## src/sv/dlts_pkg.sv

```systemverilog
// shared types and constants of the delta list task scheduler
// no dependencies; imported by the controller, the top level and the testbench

package dlts_pkg;

  // default sizes for the top-level parameters
  localparam int unsigned EntriesDef   = 16;
  localparam int unsigned DelayBitsDef = 16;
  localparam int unsigned IdBitsDef    = 8;

  // request kinds carried in the slave tuser
  typedef enum logic [1:0] {
    REQ_ADD      = 2'd0,
    REQ_TICK     = 2'd1,
    REQ_DISPATCH = 2'd2
  } req_e;

  // result status codes
  typedef enum logic [1:0] {
    ST_OK    = 2'd0,
    ST_FULL  = 2'd1,
    ST_EMPTY = 2'd2
  } status_e;

  // one result transfer
  typedef struct packed {
    status_e    status;
    logic       dispatched;
    logic [7:0] ready_task_id;
  } res_t;

endpackage

```

## src/sv/delta_list_task_scheduler.sv

```systemverilog
// top level of the delta list task scheduler: stream ports, memories, result register
// depends on dlts_pkg, dlts_ctrl, dlts_link and dlts_ram

// A pool of ENTRIES task slots is linked into a free list, a ready FIFO and a
// delay list kept in deadline order with per-entry delays relative to the
// predecessor. Each request (add, tick, dispatch) gives exactly one result.
// Requests are handled one at a time; the link, delta and task memories have
// one read port, so the delay list is walked one entry per clock. An add on a
// full pool, a dispatch on an empty ready FIFO, an unused request code and a
// tick on an empty delay list go straight to the result; an add with a delay
// walks the delay list to its insertion point, and a tick moves each task that
// expires to the ready FIFO. s_axis_tready comes back at the same edge that
// raises m_axis_tvalid. The result sits in an output register, so the next
// request can enter while the previous result waits on m_axis_tready; a
// second finished result waits inside until that register frees up. No
// memory clearing is needed after reset.

module delta_list_task_scheduler
  import dlts_pkg::*;
#(
  parameter int unsigned ENTRIES    = EntriesDef,
  parameter int unsigned DELAY_BITS = DelayBitsDef,
  parameter int unsigned ID_BITS    = IdBitsDef
) (
  input  logic        clk_i,
  input  logic        rst_ni,
  // requests
  input  logic        s_axis_tvalid,
  output logic        s_axis_tready,
  input  logic [23:0] s_axis_tdata,   // [7:0] task_id, [23:8] delay_ticks
  input  logic [1:0]  s_axis_tuser,   // [1:0] req_type
  // results
  output logic        m_axis_tvalid,
  input  logic        m_axis_tready,
  output logic [7:0]  m_axis_tdata,   // [7:0] ready_task_id
  output logic [2:0]  m_axis_tuser    // [1:0] status, [2] dispatched
);

  localparam int unsigned AW = $clog2(ENTRIES);
  localparam int unsigned IW = $clog2(ENTRIES + 1);

  logic                  res_valid;
  logic                  res_ready;
  res_t                  res;
  logic [AW-1:0]         rd_addr;
  logic                  link_we;
  logic [AW-1:0]         link_waddr;
  logic [IW-1:0]         link_wdata, link_rdata;
  logic                  delta_we;
  logic [AW-1:0]         delta_waddr;
  logic [DELAY_BITS-1:0] delta_wdata, delta_rdata;
  logic                  task_we;
  logic [AW-1:0]         task_waddr;
  logic [ID_BITS-1:0]    task_wdata, task_rdata;

  logic out_valid_q;
  res_t out_q;

  dlts_ctrl #(
    .ENTRIES    (ENTRIES),
    .DELAY_BITS (DELAY_BITS),
    .ID_BITS    (ID_BITS)
  ) u_ctrl (
    .clk_i         (clk_i),
    .rst_ni        (rst_ni),
    .in_valid_i    (s_axis_tvalid),
    .in_ready_o    (s_axis_tready),
    .req_type_i    (s_axis_tuser),
    .task_id_i     (s_axis_tdata[7:0]),
    .delay_ticks_i (s_axis_tdata[23:8]),
    .res_valid_o   (res_valid),
    .res_ready_i   (res_ready),
    .res_o         (res),
    .rd_addr_o     (rd_addr),
    .link_we_o     (link_we),
    .link_waddr_o  (link_waddr),
    .link_wdata_o  (link_wdata),
    .link_rdata_i  (link_rdata),
    .delta_we_o    (delta_we),
    .delta_waddr_o (delta_waddr),
    .delta_wdata_o (delta_wdata),
    .delta_rdata_i (delta_rdata),
    .task_we_o     (task_we),
    .task_waddr_o  (task_waddr),
    .task_wdata_o  (task_wdata),
    .task_rdata_i  (task_rdata)
  );

  // next pointers
  dlts_link #(
    .ENTRIES (ENTRIES)
  ) u_link (
    .clk_i   (clk_i),
    .rst_ni  (rst_ni),
    .we_i    (link_we),
    .waddr_i (link_waddr),
    .wdata_i (link_wdata),
    .raddr_i (rd_addr),
    .rdata_o (link_rdata)
  );

  // relative delays
  dlts_ram #(
    .DEPTH (ENTRIES),
    .WIDTH (DELAY_BITS)
  ) u_delta (
    .clk_i   (clk_i),
    .we_i    (delta_we),
    .waddr_i (delta_waddr),
    .wdata_i (delta_wdata),
    .raddr_i (rd_addr),
    .rdata_o (delta_rdata)
  );

  // task handles
  dlts_ram #(
    .DEPTH (ENTRIES),
    .WIDTH (ID_BITS)
  ) u_task (
    .clk_i   (clk_i),
    .we_i    (task_we),
    .waddr_i (task_waddr),
    .wdata_i (task_wdata),
    .raddr_i (rd_addr),
    .rdata_o (task_rdata)
  );

  // output register
  assign res_ready = !out_valid_q || m_axis_tready;

  always_ff @(posedge clk_i or negedge rst_ni) begin
    if (!rst_ni) begin
      out_valid_q <= 1'b0;
    end else if (res_ready) begin
      out_valid_q <= res_valid;
    end
  end

  always_ff @(posedge clk_i) begin
    if (res_ready && res_valid) begin
      out_q <= res;
    end
  end

  assign m_axis_tvalid = out_valid_q;
  assign m_axis_tdata  = out_q.ready_task_id;
  assign m_axis_tuser  = {out_q.dispatched, out_q.status};

endmodule

```

## src/sv/dlts_ram.sv

```systemverilog
// simple dual-port synchronous ram, one write and one registered read per cycle
// write data is forwarded to the read port on a same-address collision

module dlts_ram #(
  parameter int unsigned DEPTH = 16,
  parameter int unsigned WIDTH = 16
) (
  input  logic                     clk_i,
  input  logic                     we_i,
  input  logic [$clog2(DEPTH)-1:0] waddr_i,
  input  logic [WIDTH-1:0]         wdata_i,
  input  logic [$clog2(DEPTH)-1:0] raddr_i,
  output logic [WIDTH-1:0]         rdata_o
);

  logic [WIDTH-1:0] mem [DEPTH];
  logic [WIDTH-1:0] rdata_q;

  // write port
  always_ff @(posedge clk_i) begin
    if (we_i) begin
      mem[waddr_i] <= wdata_i;
    end
  end

  // registered read with write-through on collision
  always_ff @(posedge clk_i) begin
    if (we_i && (waddr_i == raddr_i)) begin
      rdata_q <= wdata_i;
    end else begin
      rdata_q <= mem[raddr_i];
    end
  end

  assign rdata_o = rdata_q;

endmodule

```

## src/sv/dlts_link.sv

```systemverilog
// link memory: next pointer of every pool entry
// built on dlts_ram; per-entry valid bits give the reset free chain i -> i+1

module dlts_link #(
  parameter int unsigned ENTRIES = 16
) (
  input  logic                                clk_i,
  input  logic                                rst_ni,
  input  logic                                we_i,
  input  logic [$clog2(ENTRIES)-1:0]          waddr_i,
  input  logic [$clog2(ENTRIES+1)-1:0]        wdata_i,
  input  logic [$clog2(ENTRIES)-1:0]          raddr_i,
  output logic [$clog2(ENTRIES+1)-1:0]        rdata_o
);

  localparam int unsigned AW = $clog2(ENTRIES);
  localparam int unsigned IW = $clog2(ENTRIES + 1);

  logic [ENTRIES-1:0] valid_q;
  logic               rvalid_q;
  logic [AW-1:0]      raddr_q;
  logic [IW-1:0]      ram_rdata;

  dlts_ram #(
    .DEPTH (ENTRIES),
    .WIDTH (IW)
  ) u_ram (
    .clk_i   (clk_i),
    .we_i    (we_i),
    .waddr_i (waddr_i),
    .wdata_i (wdata_i),
    .raddr_i (raddr_i),
    .rdata_o (ram_rdata)
  );

  // written-entry flags and read-side valid
  always_ff @(posedge clk_i or negedge rst_ni) begin
    if (!rst_ni) begin
      valid_q  <= '0;
      rvalid_q <= 1'b0;
    end else begin
      if (we_i) begin
        valid_q[waddr_i] <= 1'b1;
      end
      rvalid_q <= valid_q[raddr_i] | (we_i && (waddr_i == raddr_i));
    end
  end

  always_ff @(posedge clk_i) begin
    raddr_q <= raddr_i;
  end

  // unwritten entries read as the initial free chain
  assign rdata_o = rvalid_q ? ram_rdata : (IW'(raddr_q) + IW'(1));

endmodule

```

## src/sv/dlts_ctrl.sv

```systemverilog
// list sequencer: walks and relinks the free, ready and delay lists
// depends on dlts_pkg; drives the link, delta and task memories

module dlts_ctrl
  import dlts_pkg::*;
#(
  parameter int unsigned ENTRIES    = EntriesDef,
  parameter int unsigned DELAY_BITS = DelayBitsDef,
  parameter int unsigned ID_BITS    = IdBitsDef
) (
  input  logic                          clk_i,
  input  logic                          rst_ni,
  // request side
  input  logic                          in_valid_i,
  output logic                          in_ready_o,
  input  logic [1:0]                    req_type_i,
  input  logic [7:0]                    task_id_i,
  input  logic [15:0]                   delay_ticks_i,
  // result side
  output logic                          res_valid_o,
  input  logic                          res_ready_i,
  output res_t                          res_o,
  // shared read address of all memories
  output logic [$clog2(ENTRIES)-1:0]    rd_addr_o,
  // link memory
  output logic                          link_we_o,
  output logic [$clog2(ENTRIES)-1:0]    link_waddr_o,
  output logic [$clog2(ENTRIES+1)-1:0]  link_wdata_o,
  input  logic [$clog2(ENTRIES+1)-1:0]  link_rdata_i,
  // delta memory
  output logic                          delta_we_o,
  output logic [$clog2(ENTRIES)-1:0]    delta_waddr_o,
  output logic [DELAY_BITS-1:0]         delta_wdata_o,
  input  logic [DELAY_BITS-1:0]         delta_rdata_i,
  // task memory
  output logic                          task_we_o,
  output logic [$clog2(ENTRIES)-1:0]    task_waddr_o,
  output logic [ID_BITS-1:0]            task_wdata_o,
  input  logic [ID_BITS-1:0]            task_rdata_i
);

  localparam int unsigned AW = $clog2(ENTRIES);
  localparam int unsigned IW = $clog2(ENTRIES + 1);
  localparam logic [IW-1:0] NIL = IW'(ENTRIES);

  typedef enum logic [9:0] {
    S_IDLE    = 10'b00_0000_0001,
    S_ADD_POP = 10'b00_0000_0010,
    S_WALK    = 10'b00_0000_0100,
    S_INS_A   = 10'b00_0000_1000,
    S_INS_B   = 10'b00_0001_0000,
    S_APP_A   = 10'b00_0010_0000,
    S_APP_B   = 10'b00_0100_0000,
    S_TICK    = 10'b00_1000_0000,
    S_DSP     = 10'b01_0000_0000,
    S_DONE    = 10'b10_0000_0000
  } state_e;

  state_e state_q, state_d;

  // list anchors
  logic [IW-1:0] free_head_q, free_head_d, free_tail_q, free_tail_d;
  logic [IW-1:0] ready_head_q, ready_head_d, ready_tail_q, ready_tail_d;
  logic [IW-1:0] wait_head_q, wait_head_d, wait_tail_q, wait_tail_d;

  // per-request working registers
  logic [IW-1:0]         r_q, r_d;
  logic [ID_BITS-1:0]    id_q, id_d;
  logic [DELAY_BITS-1:0] t_q, t_d;
  logic [DELAY_BITS-1:0] dp_q, dp_d;
  logic [IW-1:0]         p_q, p_d, prev_q, prev_d;
  logic [IW-1:0]         guard_q, guard_d;
  logic                  first_q, first_d;
  logic [IW-1:0]         app_e_q, app_e_d, otail_q, otail_d;
  logic                  app_free_q, app_free_d;
  logic                  app_tick_q, app_tick_d;
  res_t                  res_q, res_d;

  logic [IW-1:0]         rd_idx;
  logic [DELAY_BITS-1:0] tick_dec;
  logic                  walk_on;
  logic                  head_zero;
  logic [IW-1:0]         cur_tail;

  assign tick_dec   = delta_rdata_i - DELAY_BITS'(1);
  assign walk_on    = (guard_q < IW'(ENTRIES)) && (t_q > delta_rdata_i);
  assign head_zero  = first_q ? (tick_dec == '0) : (delta_rdata_i == '0);
  assign cur_tail   = app_free_q ? free_tail_q : ready_tail_q;

  assign in_ready_o  = (state_q == S_IDLE);
  assign res_valid_o = (state_q == S_DONE);
  assign res_o       = res_q;
  assign rd_addr_o   = rd_idx[AW-1:0];

  // sequencer
  always_comb begin
    state_d      = state_q;
    free_head_d  = free_head_q;
    free_tail_d  = free_tail_q;
    ready_head_d = ready_head_q;
    ready_tail_d = ready_tail_q;
    wait_head_d  = wait_head_q;
    wait_tail_d  = wait_tail_q;
    r_d          = r_q;
    id_d         = id_q;
    t_d          = t_q;
    dp_d         = dp_q;
    p_d          = p_q;
    prev_d       = prev_q;
    guard_d      = guard_q;
    first_d      = first_q;
    app_e_d      = app_e_q;
    otail_d      = otail_q;
    app_free_d   = app_free_q;
    app_tick_d   = app_tick_q;
    res_d        = res_q;
    rd_idx       = wait_head_q;
    link_we_o    = 1'b0;
    link_waddr_o = r_q[AW-1:0];
    link_wdata_o = NIL;
    delta_we_o   = 1'b0;
    delta_waddr_o = r_q[AW-1:0];
    delta_wdata_o = t_q;
    task_we_o    = 1'b0;
    task_waddr_o = r_q[AW-1:0];
    task_wdata_o = id_q;

    unique case (state_q)
      S_IDLE: begin
        unique case (req_type_i)
          REQ_ADD:      rd_idx = free_head_q;
          REQ_DISPATCH: rd_idx = ready_head_q;
          default:      rd_idx = wait_head_q;
        endcase
        if (in_valid_i) begin
          res_d   = '{status: ST_OK, dispatched: 1'b0, ready_task_id: 8'd0};
          r_d     = free_head_q;
          id_d    = ID_BITS'(task_id_i);
          t_d     = DELAY_BITS'(delay_ticks_i);
          first_d = 1'b1;
          state_d = S_DONE;
          unique case (req_type_i)
            REQ_ADD: begin
              if (free_head_q == NIL) begin
                res_d.status = ST_FULL;
              end else begin
                state_d = S_ADD_POP;
              end
            end
            REQ_TICK: begin
              if (wait_head_q != NIL) begin
                state_d = S_TICK;
              end
            end
            REQ_DISPATCH: begin
              if (ready_head_q == NIL) begin
                res_d.status = ST_EMPTY;
              end else begin
                state_d = S_DSP;
              end
            end
            default: state_d = S_DONE;
          endcase
        end
      end

      // unlink from the free list, store the task id
      S_ADD_POP: begin
        free_head_d = link_rdata_i;
        if (link_rdata_i == NIL) begin
          free_tail_d = NIL;
        end
        task_we_o = 1'b1;
        if (t_q == '0) begin
          app_e_d    = r_q;
          app_free_d = 1'b0;
          app_tick_d = 1'b0;
          state_d    = S_APP_A;
        end else begin
          p_d     = wait_head_q;
          prev_d  = NIL;
          guard_d = '0;
          rd_idx  = wait_head_q;
          state_d = (wait_head_q == NIL) ? S_INS_A : S_WALK;
        end
      end

      // one delay entry per cycle
      S_WALK: begin
        if (walk_on) begin
          t_d     = t_q - delta_rdata_i;
          prev_d  = p_q;
          p_d     = link_rdata_i;
          guard_d = guard_q + IW'(1);
          rd_idx  = link_rdata_i;
          if (link_rdata_i == NIL) begin
            state_d = S_INS_A;
          end
        end else begin
          dp_d    = delta_rdata_i;
          state_d = S_INS_A;
        end
      end

      // new entry points at its successor
      S_INS_A: begin
        link_we_o     = 1'b1;
        link_wdata_o  = p_q;
        delta_we_o    = 1'b1;
        if (prev_q == NIL) begin
          wait_head_d = r_q;
        end
        if (p_q == NIL) begin
          wait_tail_d = r_q;
        end
        state_d = ((prev_q != NIL) || (p_q != NIL)) ? S_INS_B : S_DONE;
      end

      // predecessor link and successor delta
      S_INS_B: begin
        link_we_o     = (prev_q != NIL);
        link_waddr_o  = prev_q[AW-1:0];
        link_wdata_o  = r_q;
        delta_we_o    = (p_q != NIL);
        delta_waddr_o = p_q[AW-1:0];
        delta_wdata_o = dp_q - t_q;
        state_d       = S_DONE;
      end

      // tail append, first half: terminate the entry, move the anchors
      S_APP_A: begin
        link_we_o    = 1'b1;
        link_waddr_o = app_e_q[AW-1:0];
        link_wdata_o = NIL;
        otail_d      = cur_tail;
        if (app_free_q) begin
          if (free_tail_q == NIL) begin
            free_head_d = app_e_q;
          end
          free_tail_d = app_e_q;
        end else begin
          if (ready_tail_q == NIL) begin
            ready_head_d = app_e_q;
          end
          ready_tail_d = app_e_q;
        end
        if (cur_tail != NIL) begin
          state_d = S_APP_B;
        end else if (app_tick_q && (wait_head_q != NIL)) begin
          state_d = S_TICK;
        end else begin
          state_d = S_DONE;
        end
      end

      // tail append, second half: old tail points at the entry
      S_APP_B: begin
        link_we_o    = 1'b1;
        link_waddr_o = otail_q[AW-1:0];
        link_wdata_o = app_e_q;
        if (app_tick_q && (wait_head_q != NIL)) begin
          state_d = S_TICK;
        end else begin
          state_d = S_DONE;
        end
      end

      // decrement the head once, then move expired heads
      S_TICK: begin
        first_d = 1'b0;
        if (first_q) begin
          delta_we_o    = 1'b1;
          delta_waddr_o = wait_head_q[AW-1:0];
          delta_wdata_o = tick_dec;
        end
        if (head_zero) begin
          wait_head_d = link_rdata_i;
          if (link_rdata_i == NIL) begin
            wait_tail_d = NIL;
          end
          app_e_d    = wait_head_q;
          app_free_d = 1'b0;
          app_tick_d = 1'b1;
          state_d    = S_APP_A;
        end else begin
          state_d = S_DONE;
        end
      end

      // pop the ready head and return it to the pool
      S_DSP: begin
        ready_head_d = link_rdata_i;
        if (link_rdata_i == NIL) begin
          ready_tail_d = NIL;
        end
        res_d.dispatched    = 1'b1;
        res_d.ready_task_id = 8'(task_rdata_i);
        app_e_d    = ready_head_q;
        app_free_d = 1'b1;
        app_tick_d = 1'b0;
        state_d    = S_APP_A;
      end

      S_DONE: begin
        if (res_ready_i) begin
          state_d = S_IDLE;
        end
      end

      default: state_d = S_IDLE;
    endcase
  end

  // control state
  always_ff @(posedge clk_i or negedge rst_ni) begin
    if (!rst_ni) begin
      state_q      <= S_IDLE;
      free_head_q  <= '0;
      free_tail_q  <= IW'(ENTRIES - 1);
      ready_head_q <= NIL;
      ready_tail_q <= NIL;
      wait_head_q  <= NIL;
      wait_tail_q  <= NIL;
      first_q      <= 1'b0;
      app_free_q   <= 1'b0;
      app_tick_q   <= 1'b0;
    end else begin
      state_q      <= state_d;
      free_head_q  <= free_head_d;
      free_tail_q  <= free_tail_d;
      ready_head_q <= ready_head_d;
      ready_tail_q <= ready_tail_d;
      wait_head_q  <= wait_head_d;
      wait_tail_q  <= wait_tail_d;
      first_q      <= first_d;
      app_free_q   <= app_free_d;
      app_tick_q   <= app_tick_d;
    end
  end

  // working payload
  always_ff @(posedge clk_i) begin
    r_q     <= r_d;
    id_q    <= id_d;
    t_q     <= t_d;
    dp_q    <= dp_d;
    p_q     <= p_d;
    prev_q  <= prev_d;
    guard_q <= guard_d;
    app_e_q <= app_e_d;
    otail_q <= otail_d;
    res_q   <= res_d;
  end

  // list anchors stay paired between requests
  a_free_pair: assert property (@(posedge clk_i) disable iff (!rst_ni)
    (state_q == S_IDLE) |-> ((free_head_q == NIL) == (free_tail_q == NIL)))
    else $error("free list head and tail disagree on emptiness");

  a_ready_pair: assert property (@(posedge clk_i) disable iff (!rst_ni)
    (state_q == S_IDLE) |-> ((ready_head_q == NIL) == (ready_tail_q == NIL)))
    else $error("ready list head and tail disagree on emptiness");

  a_wait_pair: assert property (@(posedge clk_i) disable iff (!rst_ni)
    (state_q == S_IDLE) |-> ((wait_head_q == NIL) == (wait_tail_q == NIL)))
    else $error("delay list head and tail disagree on emptiness");

  // the second insert step always has a neighbor to fix up
  a_ins_neighbor: assert property (@(posedge clk_i) disable iff (!rst_ni)
    (state_q == S_INS_B) |-> ((prev_q != NIL) || (p_q != NIL)))
    else $error("insert fix-up without predecessor or successor");

  // an accepted add on an empty pool reports full right away
  a_full_reject: assert property (@(posedge clk_i) disable iff (!rst_ni)
    (in_valid_i && in_ready_o && (req_type_i == REQ_ADD) && (free_head_q == NIL))
    |=> ((state_q == S_DONE) && (res_q.status == ST_FULL)))
    else $error("add on exhausted pool not rejected");

endmodule

```

## config.mk

```make
export PLATFORM = sky130hd
export DESIGN_NAME = delta_list_task_scheduler
export DESIGN_NICKNAME = d
export VERILOG_FILES = /design/src/sv/dlts_pkg.sv /design/src/sv/delta_list_task_scheduler.sv /design/src/sv/dlts_ram.sv /design/src/sv/dlts_link.sv /design/src/sv/dlts_ctrl.sv
export SDC_FILE = /design/constraint.sdc
export NUM_CORES = 1
export LEC_CHECK = 0
export ABC_AREA = 1
export ABC_CLOCK_PERIOD_IN_PS = 11440
export BUFFER_PORTS_ARGS = -buffer_cell sky130_fd_sc_hd__clkbuf_2
export CAP_MARGIN = 25
export CORE_MARGIN = 1.5
export CORE_UTILIZATION = 30
export CTS_BUF_LIST = sky130_fd_sc_hd__clkbuf_4
export DETAILED_ROUTE_END_ITERATION = 12
export SYNTH_ARGS = -nofsm -noshare
export SYNTH_HDL_FRONTEND = slang
export SYNTH_SLANG_ARGS = --single-unit
```

## constraint.sdc

```tcl
create_clock -name clk_i -period 11.44 [get_ports clk_i]
set_clock_uncertainty 0.2 [all_clocks]
set_input_delay 1.716 -clock clk_i [delete_from_list [all_inputs] [get_ports clk_i]]
set_output_delay 1.716 -clock clk_i [all_outputs]
set_load 0.01 [all_outputs]
```

==> metrics <==
hold slack 207.7 ps; setup ws final between 5000 and 6000 ps; fin crit share a little over half; core area 91660 um^2; Critical Path Stages 26; endpoints failing setup 0; CP endpoint u_link.rvalid_q$_DFF_PN0_; #FFs+latches synth 615; Power Dens Cells 257.1 nW/um^2; hold_buf cts 0; max_cap viols 0; via count approximately 20000; Post-Route WL approximately 73 mm; DP Worst Slack 5194 ps; Startpoint Class flip-flop; worst hold path type reg -> reg; Leak 11.78 nW; Die Ht 307.1 um; worst setup path class reg -> reg; Worst path max stage delay 750 ps; drt drc 0; r2r setup slk 5370 ps; die area between 90000 and 100000 um^2; Fin Setup TNS 0 ps; vias in the first global route roughly 20000; critical path required time around 12000 ps; root buf cell clkbuf_4; cell count after synthesis 2605; TritonCTS clock tree yes; YS warnings 0; H-tree levels 4; Initial Util 30.26%; most frequent cells in the layout nand2_1, edfxtp_1, nor2_1, clkbuf_4, inv_1; Die Width 307.1 um; Synth Area per Inst 10.65 um^2; DRT Pass-1 Iters 5; status finished clean; # port buffers 42; fmax 164.8 MHz; share of cells above drive strength 1 15.22%; Max Slew Vio Count 0; Pwr Total 8.101 mW; io pins 43; All-Layer GR Usage between 15 and 20%; worst-path maximum fanout 87; reg2reg end u_link.rvalid_q$_DFF_PN0_; clk buf depth 3; largest net degree at the start of global routing 88; antenna-violating nets left 0; Synth async-reset ratio 9.106%; Post-Layout Inst Area between 30000 and 40000 um^2; slowest cell on the critical path buf_4; Clk Latency, worst-skew pair between 1000 and 1500 ps; worst-margin pin slew 1037 ps; nets 2828; post-synthesis net count 2673; Synth Cell Area between 20000 and 30000 um^2; HPWL Detailed 47.06 mm; CP startpoint u_link.raddr_q[0]$_DFF_P_; Worst Path Buf+Inv 4; distinct cell type count after synthesis 57; clock sinks 615; Top cell by count, worst path nand2_1; EDFF count, synth 555; commonest non-fill, non-tap cell in the layout nand2_1; delay-heaviest family, CP simple AND/OR/NAND/NOR gates; row count 111; CTS buffer count 156; Post-CTS Setup Bufs 0; Post-synth top flop edfxtp_1; antenna violations before repair 2; Post-Place Cell Area 29420 um^2; global route overflow 0; sequential share of the synthesized area about two thirds; DR iter-0 viols 1891; Post-CTS Resized 0; max_slew headroom 30.73%; first-pass GRT wire length 112.1 mm; worst r2r src u_link.raddr_q[0]$_DFF_P_; Worst EP arrival 6790 ps; HP Start u_ctrl.res_o[8]$_DFFE_PP_; Routed wire per std cell 17.90 um; synth-to-layout area growth 13.57%; R2R cell count 26; min Tclk post-route 6069 ps; unrepaired setup endpoints after global routing no; clk slew on worst S/H paths around 70 ps; final hold violations 0; Vias/cell roughly 4.8; Worst setup EP type flip-flop; worst vdd ir approximately 0.11 mV; Final GP Congestion 0.9210
## area by class of cell
type                    count  area (um^2)
multi-input cells        1689         8322
repair buffers            100        710.7
clock inverters            45        381.6
diodes                      4        10.01
clock buffers             224         1682
flip-flops and latches    615        18160
well taps                1186         1484
inverters                 198        750.7
fillers                  9214        60160
## sequential cells by signal (all words and copies together) (netlist names), 8 cells and up
name	flops
m_axis_tdata	8
u_ctrl.dp_q	16
u_ctrl.res_o	11
u_ctrl.state_q	10
u_ctrl.t_q	16
u_ctrl.task_wdata_o	8
u_delta.mem	256
u_link.u_ram.mem	80
u_link.valid_q	16
u_task.mem	128
## Yosys cell counts, types with 18 or more instances
cell type  instances  area (um^2)
a21oi_1           96        480.5
a31oi_1           24        150.1
buf_2             31        155.2
clkbuf_1          38        142.6
dfrtp_1           48         1201
edfxtp_1         555        16670
ha_1              36        450.4
inv_1            181        679.4
nand2_1          604         2267
nand3_1          157        785.8
nand4_1           23        143.9
nor2_1           321         1205
nor3_1            19        95.09
o211ai_1          31        232.7
o21ai_0          148        740.7
o21ai_1           50        250.2
o221ai_1          22        192.7
o22ai_1           24        150.1
xor2_1            18        157.7
## per-stage QoR
step           utilization (%)  cells
3_5_place_dp             32.10   3787
4_1_cts                  34.35   4056
6_report                 34.37   4061
3_3_place_gp             31.94   3776
2_1_floorplan                -   2605
5_1_grt                  34.37   4061
## cell families after synthesis
| kind of cell | after synthesis | share of synthesized area [%] |
|---|---|---|
| multiplexers | 1 | 0.03608 |
| AND/OR/NAND/NOR | 1179 | 17.70 |
| XOR/XNOR | 28 | 0.8840 |
| adder cells (fa/ha/maj) | 38 | 1.768 |
| buffers and inverters | 301 | 4.777 |
| AO/OA/AOI/OAI | 443 | 9.377 |
| flip-flops | 615 | 65.45 |
## per-layer routing
metal	global-route usage [%]	vias up	wire length (um)
met1	20.16	9410	31720
li1	-	9498	-
met5	0	-	0
met3	3.232	144	4338
met4	5.499	0	1807
met2	25.44	640	34820
## worst min-delay path by stage
stage	to	slack (ps)	cells past startpoint
2_1_floorplan	m_axis_tdata[0]$_DFFE_PP_	200	0
3_3_place_gp	m_axis_tdata[6]$_DFFE_PP_	200	0
3_5_place_dp	m_axis_tdata[2]$_DFFE_PP_	200	0
4_1_cts	m_axis_tuser[2]$_DFFE_PP_	190	0
5_1_grt	m_axis_tuser[2]$_DFFE_PP_	220	0
6_report	m_axis_tuser[2]$_DFFE_PP_	210	0
## power breakdown
part           total, mW  switching, mW  internal, mW
sequential          3.07          0.166          2.91
clock               1.94          0.896          1.04
combinational       3.09           2.19         0.903
Note: power is estimated with default switching activity, not from simulation.
